## src/acc_pkg.sv

```systemverilog
// shared types, constants and register codes of the auto contrast cursor colour block
`default_nettype none

package acc_pkg;

    // sample count range of the block; totals are sized for the largest count
    localparam int SAMPLE_COUNT_DEF = 8;
    localparam int SAMPLE_COUNT_MAX = 16;
    localparam int TOTAL_W_MAX      = $clog2(SAMPLE_COUNT_MAX * 255 + 1);

    // colour and divider widths
    localparam int COLOUR_W = 16;
    localparam int DIV_W    = 16;
    localparam int STEP_W   = 17;

    localparam logic [COLOUR_W-1:0] COLOUR_FULL = 16'hFFFF;
    localparam logic [STEP_W-1:0]   STEP_ONE    = 17'h10000;

    // queues between the parts, power of two depth
    localparam int FIFO_DEPTH = 2;

    // configuration port
    localparam int CFG_IDX_W  = 2;
    localparam int CFG_DATA_W = 16;

    localparam logic [CFG_IDX_W-1:0] CFG_SMOOTHING_RATE   = 2'd0;
    localparam logic [CFG_IDX_W-1:0] CFG_GREY_SAT_LIMIT   = 2'd1;
    localparam logic [CFG_IDX_W-1:0] CFG_BRIGHT_VAL_LIMIT = 2'd2;
    localparam logic [CFG_IDX_W-1:0] CFG_DARK_MARK_LEVEL  = 2'd3;

    localparam logic [7:0]          RST_SMOOTHING_RATE   = 8'd15;
    localparam logic [COLOUR_W-1:0] RST_GREY_SAT_LIMIT   = 16'd13107;
    localparam logic [COLOUR_W-1:0] RST_BRIGHT_VAL_LIMIT = 16'd39322;
    localparam logic [COLOUR_W-1:0] RST_DARK_MARK_LEVEL  = 16'd3277;

    typedef struct packed {
        logic [7:0]          rate;
        logic [COLOUR_W-1:0] grey_limit;
        logic [COLOUR_W-1:0] bright_limit;
        logic [COLOUR_W-1:0] dark_level;
    } t_cfg;

    // one colour update handed from front to back
    typedef struct packed {
        logic                   fresh;
        logic [TOTAL_W_MAX-1:0] red_total;
        logic [TOTAL_W_MAX-1:0] green_total;
        logic [TOTAL_W_MAX-1:0] blue_total;
        logic [15:0]            frame_time;
    } t_cmd;

    typedef struct packed {
        logic [COLOUR_W-1:0] red;
        logic [COLOUR_W-1:0] green;
        logic [COLOUR_W-1:0] blue;
        logic                fresh;
    } t_res;

    typedef struct packed {
        logic                  start;
        logic [2*DIV_W-1:0]    num;
        logic [DIV_W-1:0]      den;
    } t_div_req;

    typedef struct packed {
        logic             done;
        logic [DIV_W-1:0] quot;
    } t_div_rsp;

endpackage

`default_nettype wire

```

## src/auto_contrast_cursor_color_top.sv

```systemverilog
// top level of the auto contrast cursor colour block
//
// Background samples (command 0) are taken one per cycle while the command queue
// is not full, and summed; an update (command 1) is queued for the colour engine,
// which yields one result per update. The engine, when idle, takes an update as
// soon as it shows in the command queue. An update whose sample count matched runs
// four serial divisions in the divider (the saturation and three hue channels)
// when the target is a hue, and at most the saturation division when the background
// is grey; the three averages come from a reciprocal multiply, one channel a cycle.
// An update without a fresh target runs only the three fade steps, which share one
// multiplier. The engine holds its result while the result queue is full. A
// two-entry command queue lets samples and further updates arrive while the engine
// works; full is high only while two updates wait. Results sit in a two-entry
// queue until popped. Configuration may be written at any time the block is idle.
`default_nettype none

module auto_contrast_cursor_color_top #(
    parameter int SAMPLE_COUNT = acc_pkg::SAMPLE_COUNT_DEF
) (
    input  wire logic                         i_clk,
    input  wire logic                         i_rst_n,
    input  wire logic                         i_cfg_we,
    input  wire logic [acc_pkg::CFG_IDX_W-1:0]  i_cfg_index,
    input  wire logic [acc_pkg::CFG_DATA_W-1:0] i_cfg_data,
    input  wire logic                         push,
    output logic                              full,
    input  wire logic                         i_command,
    input  wire logic [7:0]                   i_red_in,
    input  wire logic [7:0]                   i_green_in,
    input  wire logic [7:0]                   i_blue_in,
    input  wire logic [15:0]                  i_frame_time,
    output logic                              empty,
    input  wire logic                         pop,
    output logic [acc_pkg::COLOUR_W-1:0]      o_red_out,
    output logic [acc_pkg::COLOUR_W-1:0]      o_green_out,
    output logic [acc_pkg::COLOUR_W-1:0]      o_blue_out,
    output logic                              o_target_fresh
);
    import acc_pkg::*;

    t_cfg     r_cfg;
    logic     cmd_push;
    t_cmd     cmd_in;
    logic     cmd_full;
    logic     cmd_pop;
    logic     cmd_empty;
    t_cmd     cmd_out;
    logic     res_push;
    t_res     res_in;
    logic     res_full;
    t_res     res_out;
    t_div_req div_req;
    t_div_rsp div_rsp;

    always_ff @(posedge i_clk) begin
        if (!i_rst_n) begin
            r_cfg.rate         <= RST_SMOOTHING_RATE;
            r_cfg.grey_limit   <= RST_GREY_SAT_LIMIT;
            r_cfg.bright_limit <= RST_BRIGHT_VAL_LIMIT;
            r_cfg.dark_level   <= RST_DARK_MARK_LEVEL;
        end else if (i_cfg_we) begin
            unique case (i_cfg_index)
                CFG_SMOOTHING_RATE:   r_cfg.rate         <= i_cfg_data[7:0];
                CFG_GREY_SAT_LIMIT:   r_cfg.grey_limit   <= i_cfg_data;
                CFG_BRIGHT_VAL_LIMIT: r_cfg.bright_limit <= i_cfg_data;
                CFG_DARK_MARK_LEVEL:  r_cfg.dark_level   <= i_cfg_data;
                default: begin
                end
            endcase
        end
    end

    assign full = cmd_full;

    acc_front #(
        .SAMPLE_COUNT(SAMPLE_COUNT)
    ) u_front (
        .i_clk        (i_clk),
        .i_rst_n      (i_rst_n),
        .i_accept     (push && !cmd_full),
        .i_command    (i_command),
        .i_red_in     (i_red_in),
        .i_green_in   (i_green_in),
        .i_blue_in    (i_blue_in),
        .i_frame_time (i_frame_time),
        .o_cmd_push   (cmd_push),
        .o_cmd        (cmd_in)
    );

    acc_fifo #(
        .WIDTH($bits(t_cmd))
    ) u_cmd_fifo (
        .i_clk   (i_clk),
        .i_rst_n (i_rst_n),
        .i_push  (cmd_push),
        .o_full  (cmd_full),
        .i_data  (cmd_in),
        .i_pop   (cmd_pop),
        .o_empty (cmd_empty),
        .o_data  (cmd_out)
    );

    acc_div u_div (
        .i_clk   (i_clk),
        .i_rst_n (i_rst_n),
        .i_req   (div_req),
        .o_rsp   (div_rsp)
    );

    acc_back #(
        .SAMPLE_COUNT(SAMPLE_COUNT)
    ) u_back (
        .i_clk       (i_clk),
        .i_rst_n     (i_rst_n),
        .i_cfg       (r_cfg),
        .i_cmd_empty (cmd_empty),
        .o_cmd_pop   (cmd_pop),
        .i_cmd       (cmd_out),
        .i_res_full  (res_full),
        .o_res_push  (res_push),
        .o_res       (res_in),
        .o_div_req   (div_req),
        .i_div_rsp   (div_rsp)
    );

    acc_fifo #(
        .WIDTH($bits(t_res))
    ) u_res_fifo (
        .i_clk   (i_clk),
        .i_rst_n (i_rst_n),
        .i_push  (res_push),
        .o_full  (res_full),
        .i_data  (res_in),
        .i_pop   (pop),
        .o_empty (empty),
        .o_data  (res_out)
    );

    assign o_red_out      = res_out.red;
    assign o_green_out    = res_out.green;
    assign o_blue_out     = res_out.blue;
    assign o_target_fresh = res_out.fresh;

endmodule

`default_nettype wire

```

## src/acc_fifo.sv

```systemverilog
// small register queue used between the front, the back and the result port
`default_nettype none

module acc_fifo #(
    parameter int WIDTH = 8
) (
    input  wire logic             i_clk,
    input  wire logic             i_rst_n,
    input  wire logic             i_push,
    output logic                  o_full,
    input  wire logic [WIDTH-1:0] i_data,
    input  wire logic             i_pop,
    output logic                  o_empty,
    output logic [WIDTH-1:0]      o_data
);
    import acc_pkg::*;

    localparam int PTR_W = (FIFO_DEPTH > 1) ? $clog2(FIFO_DEPTH) : 1;
    localparam int CNT_W = $clog2(FIFO_DEPTH + 1);

    logic [WIDTH-1:0] r_mem [FIFO_DEPTH];
    logic [PTR_W-1:0] r_wptr;
    logic [PTR_W-1:0] r_rptr;
    logic [CNT_W-1:0] r_count;

    logic do_push;
    logic do_pop;

    assign o_full  = (r_count == CNT_W'(FIFO_DEPTH));
    assign o_empty = (r_count == '0);
    assign o_data  = r_mem[r_rptr];
    assign do_push = i_push && !o_full;
    assign do_pop  = i_pop && !o_empty;

    always_ff @(posedge i_clk) begin
        if (!i_rst_n) begin
            r_wptr  <= '0;
            r_rptr  <= '0;
            r_count <= '0;
        end else begin
            if (do_push) begin
                r_wptr <= r_wptr + 1'b1;
            end
            if (do_pop) begin
                r_rptr <= r_rptr + 1'b1;
            end
            case ({do_push, do_pop})
                2'b10:   r_count <= r_count + 1'b1;
                2'b01:   r_count <= r_count - 1'b1;
                default: r_count <= r_count;
            endcase
        end
    end

    always_ff @(posedge i_clk) begin
        if (do_push) begin
            r_mem[r_wptr] <= i_data;
        end
    end

endmodule

`default_nettype wire

```

## src/acc_front.sv

```systemverilog
// front part: sums background samples and turns each update into a queued command
`default_nettype none

module acc_front #(
    parameter int SAMPLE_COUNT = acc_pkg::SAMPLE_COUNT_DEF
) (
    input  wire logic        i_clk,
    input  wire logic        i_rst_n,
    input  wire logic        i_accept,
    input  wire logic        i_command,
    input  wire logic [7:0]  i_red_in,
    input  wire logic [7:0]  i_green_in,
    input  wire logic [7:0]  i_blue_in,
    input  wire logic [15:0] i_frame_time,
    output logic             o_cmd_push,
    output acc_pkg::t_cmd    o_cmd
);
    import acc_pkg::*;

    localparam int TOTAL_W = $clog2(SAMPLE_COUNT * 255 + 1);
    localparam int SEEN_W  = $clog2(SAMPLE_COUNT + 1);

    logic [TOTAL_W-1:0] r_red_total;
    logic [TOTAL_W-1:0] r_green_total;
    logic [TOTAL_W-1:0] r_blue_total;
    logic [SEEN_W-1:0]  r_seen;

    logic is_sample;

    assign is_sample  = i_accept && !i_command;
    assign o_cmd_push = i_accept && i_command;

    assign o_cmd.fresh       = (r_seen == SEEN_W'(SAMPLE_COUNT));
    assign o_cmd.red_total   = TOTAL_W_MAX'(r_red_total);
    assign o_cmd.green_total = TOTAL_W_MAX'(r_green_total);
    assign o_cmd.blue_total  = TOTAL_W_MAX'(r_blue_total);
    assign o_cmd.frame_time  = i_frame_time;

    always_ff @(posedge i_clk) begin
        if (!i_rst_n) begin
            r_red_total   <= '0;
            r_green_total <= '0;
            r_blue_total  <= '0;
            r_seen        <= '0;
        end else if (o_cmd_push) begin
            r_red_total   <= '0;
            r_green_total <= '0;
            r_blue_total  <= '0;
            r_seen        <= '0;
        end else if (is_sample && (r_seen < SEEN_W'(SAMPLE_COUNT))) begin
            // samples past the count are dropped
            r_red_total   <= r_red_total + TOTAL_W'(i_red_in);
            r_green_total <= r_green_total + TOTAL_W'(i_green_in);
            r_blue_total  <= r_blue_total + TOTAL_W'(i_blue_in);
            r_seen        <= r_seen + 1'b1;
        end
    end

endmodule

`default_nettype wire

```

## src/acc_div.sv

```systemverilog
// serial restoring divider, one quotient bit per cycle, quotient known to fit DIV_W bits
`default_nettype none

module acc_div (
    input  wire logic          i_clk,
    input  wire logic          i_rst_n,
    input  acc_pkg::t_div_req  i_req,
    output acc_pkg::t_div_rsp  o_rsp
);
    import acc_pkg::*;

    localparam int CNT_W = $clog2(DIV_W + 1);

    logic [DIV_W-1:0] r_rem;
    logic [DIV_W-1:0] r_lo;
    logic [DIV_W-1:0] r_den;
    logic [CNT_W-1:0] r_cnt;
    logic             r_done;

    logic [DIV_W:0]   shifted;
    logic [DIV_W:0]   trial;
    logic             fits;

    // remainder stays below the divisor, so one compare and subtract per bit
    assign shifted = {r_rem, r_lo[DIV_W-1]};
    assign fits    = (shifted >= {1'b0, r_den});
    assign trial   = shifted - {1'b0, r_den};

    assign o_rsp.done = r_done;
    assign o_rsp.quot = r_lo;

    always_ff @(posedge i_clk) begin
        if (!i_rst_n) begin
            r_cnt  <= '0;
            r_done <= 1'b0;
        end else begin
            r_done <= 1'b0;
            if (i_req.start) begin
                r_cnt <= CNT_W'(DIV_W);
            end else if (r_cnt != '0) begin
                r_cnt <= r_cnt - 1'b1;
                if (r_cnt == CNT_W'(1)) begin
                    r_done <= 1'b1;
                end
            end
        end
    end

    // quotient bits shift in where dividend bits leave
    always_ff @(posedge i_clk) begin
        if (i_req.start) begin
            r_rem <= i_req.num[2*DIV_W-1:DIV_W];
            r_lo  <= i_req.num[DIV_W-1:0];
            r_den <= i_req.den;
        end else if (r_cnt != '0) begin
            r_rem <= fits ? trial[DIV_W-1:0] : shifted[DIV_W-1:0];
            r_lo  <= {r_lo[DIV_W-2:0], fits};
        end
    end

endmodule

`default_nettype wire

```

## src/acc_back.sv

```systemverilog
// back part: sequencer that averages, picks the target colour and fades the shown colour
`default_nettype none

module acc_back #(
    parameter int SAMPLE_COUNT = acc_pkg::SAMPLE_COUNT_DEF
) (
    input  wire logic          i_clk,
    input  wire logic          i_rst_n,
    input  acc_pkg::t_cfg      i_cfg,
    input  wire logic          i_cmd_empty,
    output logic               o_cmd_pop,
    input  acc_pkg::t_cmd      i_cmd,
    input  wire logic          i_res_full,
    output logic               o_res_push,
    output acc_pkg::t_res      o_res,
    output acc_pkg::t_div_req  o_div_req,
    input  acc_pkg::t_div_rsp  i_div_rsp
);
    import acc_pkg::*;

    typedef enum logic [3:0] {
        ST_IDLE,
        ST_AVG,
        ST_CLASS,
        ST_SAT,
        ST_SAT_WAIT,
        ST_DECIDE,
        ST_TGT,
        ST_TGT_WAIT,
        ST_STEP,
        ST_MUL,
        ST_APPLY,
        ST_OUT
    } t_state;

    localparam logic [1:0] LAST_CH = 2'd2;

    // floor(x / SAMPLE_COUNT) for any x below 2^AVG_X_W by a rounded-up reciprocal
    localparam int AVG_X_W = 20;
    localparam int AVG_SH  = AVG_X_W + $clog2(SAMPLE_COUNT);
    localparam int AVG_MUL = ((1 << AVG_SH) + SAMPLE_COUNT - 1) / SAMPLE_COUNT;
    localparam int AVG_P_W = 2 * AVG_X_W + 1;

    t_state               r_state;
    logic [1:0]           r_ch;
    t_div_req             r_div_req;
    logic [TOTAL_W_MAX-1:0] r_tot [3];
    logic [COLOUR_W-1:0]  r_avg [3];
    logic [COLOUR_W-1:0]  r_tgt [3];
    logic [COLOUR_W-1:0]  r_shown [3];
    logic                 r_fresh;
    logic [15:0]          r_ft;
    logic [COLOUR_W-1:0]  r_hi;
    logic [COLOUR_W-1:0]  r_chroma;
    logic [COLOUR_W-1:0]  r_sat;
    logic [STEP_W-1:0]    r_step;
    logic [32:0]          r_prod;
    logic                 r_up;

    logic [COLOUR_W-1:0]  hi_c;
    logic [COLOUR_W-1:0]  lo_c;
    logic [AVG_X_W-1:0]   avg_num;
    logic [AVG_P_W-1:0]   avg_prod;
    logic [COLOUR_W-1:0]  kd;
    logic [23:0]          step_prod;
    logic                 up_c;
    logic [COLOUR_W-1:0]  diff_c;
    logic [32:0]          prod_c;
    logic [33:0]          rnd;

    function automatic logic [COLOUR_W-1:0] max3(input logic [COLOUR_W-1:0] a,
                                                 input logic [COLOUR_W-1:0] b,
                                                 input logic [COLOUR_W-1:0] c);
        logic [COLOUR_W-1:0] m;
        m = (a > b) ? a : b;
        return (m > c) ? m : c;
    endfunction

    function automatic logic [COLOUR_W-1:0] min3(input logic [COLOUR_W-1:0] a,
                                                 input logic [COLOUR_W-1:0] b,
                                                 input logic [COLOUR_W-1:0] c);
        logic [COLOUR_W-1:0] m;
        m = (a < b) ? a : b;
        return (m < c) ? m : c;
    endfunction

    assign hi_c = max3(r_avg[0], r_avg[1], r_avg[2]);
    assign lo_c = min3(r_avg[0], r_avg[1], r_avg[2]);

    // total * 257, the quotient by the count is the Q0.16 average
    assign avg_num  = {r_tot[r_ch], 8'h00} + {8'h00, r_tot[r_ch]};
    assign avg_prod = AVG_P_W'(avg_num) * AVG_P_W'(AVG_MUL);

    // complement minus its minimum equals max minus channel
    assign kd = r_hi - r_avg[r_ch];

    assign step_prod = {8'h00, r_ft} * {16'h0000, i_cfg.rate};

    assign up_c   = (r_tgt[r_ch] >= r_shown[r_ch]);
    assign diff_c = up_c ? (r_tgt[r_ch] - r_shown[r_ch]) : (r_shown[r_ch] - r_tgt[r_ch]);
    assign prod_c = {17'h00000, diff_c} * {16'h0000, r_step};

    // falling channels round the move up so the floor goes toward minus infinity
    assign rnd = {1'b0, r_prod} + 34'd65535;

    assign o_cmd_pop  = (r_state == ST_IDLE) && !i_cmd_empty;
    assign o_res_push = (r_state == ST_OUT) && !i_res_full;
    assign o_div_req  = r_div_req;

    assign o_res.red   = r_shown[0];
    assign o_res.green = r_shown[1];
    assign o_res.blue  = r_shown[2];
    assign o_res.fresh = r_fresh;

    always_ff @(posedge i_clk) begin
        if (!i_rst_n) begin
            r_state         <= ST_IDLE;
            r_ch            <= '0;
            r_div_req.start <= 1'b0;
            r_shown[0]      <= '0;
            r_shown[1]      <= COLOUR_FULL;
            r_shown[2]      <= COLOUR_FULL;
        end else begin
            r_div_req.start <= 1'b0;
            unique case (r_state)
                ST_IDLE: begin
                    r_tgt <= r_shown;
                    r_ch  <= '0;
                    if (!i_cmd_empty) begin
                        r_tot[0] <= i_cmd.red_total;
                        r_tot[1] <= i_cmd.green_total;
                        r_tot[2] <= i_cmd.blue_total;
                        r_fresh  <= i_cmd.fresh;
                        r_ft     <= i_cmd.frame_time;
                        r_state  <= i_cmd.fresh ? ST_AVG : ST_STEP;
                    end
                end
                ST_AVG: begin
                    r_avg[r_ch] <= avg_prod[AVG_SH +: COLOUR_W];
                    if (r_ch == LAST_CH) begin
                        r_ch    <= '0;
                        r_state <= ST_CLASS;
                    end else begin
                        r_ch    <= r_ch + 1'b1;
                    end
                end
                ST_CLASS: begin
                    r_hi     <= hi_c;
                    r_chroma <= hi_c - lo_c;
                    r_state  <= ST_SAT;
                end
                ST_SAT: begin
                    if (r_hi == '0) begin
                        r_sat   <= '0;
                        r_state <= ST_DECIDE;
                    end else begin
                        r_div_req.start <= 1'b1;
                        r_div_req.num   <= {r_chroma, 16'h0000} - {16'h0000, r_chroma};
                        r_div_req.den   <= r_hi;
                        r_state         <= ST_SAT_WAIT;
                    end
                end
                ST_SAT_WAIT: begin
                    if (i_div_rsp.done) begin
                        r_sat   <= i_div_rsp.quot;
                        r_state <= ST_DECIDE;
                    end
                end
                ST_DECIDE: begin
                    if (r_sat < i_cfg.grey_limit) begin
                        if (r_hi > i_cfg.bright_limit) begin
                            r_tgt[0] <= i_cfg.dark_level;
                            r_tgt[1] <= i_cfg.dark_level;
                            r_tgt[2] <= i_cfg.dark_level;
                        end else begin
                            r_tgt[0] <= '0;
                            r_tgt[1] <= COLOUR_FULL;
                            r_tgt[2] <= COLOUR_FULL;
                        end
                        r_state <= ST_STEP;
                    end else if (r_chroma == '0) begin
                        // no hue at all: take red
                        r_tgt[0] <= COLOUR_FULL;
                        r_tgt[1] <= '0;
                        r_tgt[2] <= '0;
                        r_state  <= ST_STEP;
                    end else begin
                        r_ch    <= '0;
                        r_state <= ST_TGT;
                    end
                end
                ST_TGT: begin
                    r_div_req.start <= 1'b1;
                    r_div_req.num   <= {kd, 16'h0000} - {16'h0000, kd};
                    r_div_req.den   <= r_chroma;
                    r_state         <= ST_TGT_WAIT;
                end
                ST_TGT_WAIT: begin
                    if (i_div_rsp.done) begin
                        r_tgt[r_ch] <= i_div_rsp.quot;
                        if (r_ch == LAST_CH) begin
                            r_ch    <= '0;
                            r_state <= ST_STEP;
                        end else begin
                            r_ch    <= r_ch + 1'b1;
                            r_state <= ST_TGT;
                        end
                    end
                end
                ST_STEP: begin
                    r_step  <= (step_prod > 24'(STEP_ONE)) ? STEP_ONE : step_prod[STEP_W-1:0];
                    r_ch    <= '0;
                    r_state <= ST_MUL;
                end
                ST_MUL: begin
                    r_up    <= up_c;
                    r_prod  <= prod_c;
                    r_state <= ST_APPLY;
                end
                ST_APPLY: begin
                    if (r_up) begin
                        r_shown[r_ch] <= r_shown[r_ch] + r_prod[31:16];
                    end else begin
                        r_shown[r_ch] <= r_shown[r_ch] - rnd[31:16];
                    end
                    if (r_ch == LAST_CH) begin
                        r_ch    <= '0;
                        r_state <= ST_OUT;
                    end else begin
                        r_ch    <= r_ch + 1'b1;
                        r_state <= ST_MUL;
                    end
                end
                ST_OUT: begin
                    if (!i_res_full) begin
                        r_state <= ST_IDLE;
                    end
                end
                default: begin
                    r_state <= ST_IDLE;
                end
            endcase
        end
    end

endmodule

`default_nettype wire

```

## config.mk

```make
export PLATFORM = sky130hd
export DESIGN_NAME = auto_contrast_cursor_color_top
export DESIGN_NICKNAME = d
export VERILOG_FILES = /design/src/acc_pkg.sv /design/src/auto_contrast_cursor_color_top.sv /design/src/acc_fifo.sv /design/src/acc_front.sv /design/src/acc_div.sv /design/src/acc_back.sv
export SDC_FILE = /design/constraint.sdc
export NUM_CORES = 2
export LEC_CHECK = 0
export ABC_AREA = 0
export BUFFER_PORTS_ARGS = -buffer_cell sky130_fd_sc_hd__buf_2
export CAP_MARGIN = 20
export CORE_MARGIN = 3
export CORE_UTILIZATION = 55
export DETAILED_ROUTE_END_ITERATION = 6
export PLACE_DENSITY = 0.71
export SYNTH_ARGS = -nofsm -noshare
export SYNTH_HDL_FRONTEND = slang
export SYNTH_HIERARCHICAL = 1
export SYNTH_SLANG_ARGS = --single-unit
```

## constraint.sdc

```tcl
create_clock -name i_clk -period 18.2 [get_ports i_clk]
set_input_delay 2.73 -clock i_clk [delete_from_list [all_inputs] [get_ports i_clk]]
set_output_delay 2.73 -clock i_clk [all_outputs]
set_load 0.005 [all_outputs]
```

==> results.toml <==
[timing]
finalHoldViolCount = 0
fin_skew_ns = 0.0270
rsz0062_at_grt = "false"
post-route-period-util = 0.594
slew_violations = 0
setup_viol = 0
max_clock_freq_mhz = 92.4
tightest_slew_ns = 1.13
period_minus_slack_ns = 10.82
tns_ns = 0
slew_headroom = 0.246

[critical_path]
crit_type = "flip-flop to flip-flop"
crit_fanout = 39
required_ns = 18.58
critical_path_buf_inv_count = 6
critPathSlowestCell = "xnor2_1"
critPathLaunchType = "flip-flop"
crit_top_cell = "fa_1"
crit_arrival_ns = 11.20
ff2ff_setup_slack_ns = 7.38
end_kind = "flip-flop"
crit_family = "adder cells"
slowest_delay_ns = 0.79

[synth]
yosysWarnings = 6
synth-edff-count = 563
synth_ff_type = "edfxtp_1"
ys_seq_area_frac = 0.389
yosys_register_bits = 729
syn_area_um2 = 52000
postSynthAreaPerCell_um2 = 10.5
async_reset_ff_frac = 0
synth_cell_type_count = 111
postSynthCellCount = 4952

[grt]
grt_max_degree = 82
grt_usage = 0.257
grt_pass1_vias = 36000
gr-total-overflow = 0
grt_antenna_before_repair = 20
grt_pass1_wl_mm = 200

[cts]
cts.sinks = 729
insertion_delay_ns = 0.65
cts_root_buf = "clkbuf_16"
path_clk_slew_ns = 0.06
cts_tree = "built"
h-tree-depth = 3
postCtsHoldBufs = 0
cts_setup_buffers = 0
cts_made_buffers = 78
cts.path.max_buffers = 3
ctsResizeCount = 0

[outcome]
status = "finished, final reports clean"

[placed_design]
dpl.hpwl_mm = 93.6
gp_congestion = 0.935
portBuffers = 114

[hold_path]
hold_class = "flip-flop to flip-flop"

[routing]
drt_first_pass_iters = 6
drtIter0Drc = 3312
post_drt_wl_per_cell_um = 19.9
via_count = 36500
vias_per_cell = 5.79
ant_nets = 0
drc = 0
wl_mm = 125

[floorplan]
die_area_um2 = 98300
die_h_um = 313
io_pins = 115
die_w_um = 313
start_util = 0.556
rows = 112
coreArea_um2 = 93500

[flow_run]
cap_violations = 0

[final_layout]
drive_gt1_frac = 0.107
layout_commonest_cell = "edfxtp_1"
fin_nets = 5709
synthToLayoutAreaGrowth_pct = 8.39
final_cell_mix = "edfxtp_1 (563), inv_1 (542), nand2_1 (535)"
==> synthesized netlist by cell type, drive strengths merged (19+ instances only) <==
cell type | n | share of area
nor2 | 220 | 0.016
o22ai | 34 | 0.0041
a211oi | 31 | 0.0048
buf | 76 | 0.0094
nand4 | 32 | 0.0038
nor2b | 70 | 0.0085
nor3 | 67 | 0.0067
nor4 | 19 | 0.0023
xor2 | 65 | 0.011
o211ai | 49 | 0.0071
mux2 | 145 | 0.032
o21ai | 182 | 0.018
inv | 546 | 0.039
a22o | 30 | 0.0053
xnor2 | 128 | 0.022
nand2 | 536 | 0.039
a21oi | 224 | 0.022
a31oi | 33 | 0.0040
o21a | 62 | 0.0090
or3 | 24 | 0.0029
nand2b | 60 | 0.0074
dfxtp | 166 | 0.064
a21o | 91 | 0.013
ha | 367 | 0.088
edfxtp | 563 | 0.33
mux2i | 157 | 0.030
o22a | 32 | 0.0054
nand3 | 54 | 0.0054
fa | 302 | 0.12
clkbuf | 146 | 0.011
and2 | 214 | 0.026
==> per-stage QoR <==
stage,cell area (um2),hold WS [ns],cells,worst slack (ns),util
after detailed placement,53500,0.405,6144,7.48,0.573
after CTS,56300,0.418,6290,7.40,0.602
after global placement,53500,0.402,6143,7.76,0.573
after floorplan,52000,0.400,4954,8.36,-
final,56400,0.417,6308,7.38,0.603
after global routing,56300,0.422,6298,6.77,0.603
==> routing by layer <==
layer / wire (um) / GRT usage / part of all wire
met1: 55800 / 0.364 / 0.45
met2: 55800 / 0.402 / 0.45
met3: 9890 / 0.0521 / 0.079
met4: 3680 / 0.0740 / 0.029
met5: 108 / 0 / 0.00086
==> registers in the layout, summed over array words and instances, names as in the netlist, 16 cells and up, named ones only <==
| register | flops |
|---|---|
| u_back/r_chroma | 16 |
| u_back/r_sat | 16 |
| u_back/r_step | 17 |
| u_div/r_rem | 16 |
| u_cmd_fifo/r_mem | 106 |
| u_back/r_avg | 64 |
| u_res_fifo/r_mem | 98 |
| u_div/r_den | 16 |
| u_back/r_tot | 36 |
| u_back/r_prod | 32 |
| u_back/o_div_req | 49 |
| u_back/o_res | 48 |
| r_cfg | 56 |
| u_back/r_tgt | 48 |
| u_back/r_ft | 16 |
| u_div/r_lo | 16 |
| u_back/r_hi | 16 |
==> worst paths after layout <==
| kind | from | to | cells past startpoint |
|---|---|---|---|
| setup / recovery | u_back/r_ch[1] | u_back/r_prod[30] | 34 |
| hold / removal | u_back/o_div_req[2] | u_div/r_den[2] | 0 |
| setup reg to reg | u_back/r_ch[1] | u_back/r_prod[30] | 34 |
| hold reg to reg | u_back/o_div_req[2] | u_div/r_den[2] | 0 |
==> kinds of logic (layout without fill, tap and decap cells) <==
family | after synthesis | count (layout) | share of synthesized area
XOR/XNOR | 193 | 193 | 0.0329
multiplexers | 318 | 318 | 0.0687
flip-flops | 729 | 729 | 0.389
adder cells (fa/ha/maj) | 669 | 669 | 0.205
buffers and inverters | 769 | 857 | 0.0594
AND/OR/NAND/NOR | 1366 | 1366 | 0.129
AO/OA/AOI/OAI | 907 | 907 | 0.116
other | 1 | 15 | 0.0000721
==> layout make-up <==
cell class / instances / area (um2)
diodes: 12 / 30.0
clock buffers: 105 / 2200
clock inverters: 41 / 522
fillers: 7694 / 37100
inverters: 547 / 2050
multi-input cells: 3456 / 28800
flip-flops and latches: 729 / 20200
well taps: 1254 / 1570
repair buffers: 164 / 972
Power is not shown: default switching activity piles up to over one toggle a cycle in this logic, so the estimate is an artifact.
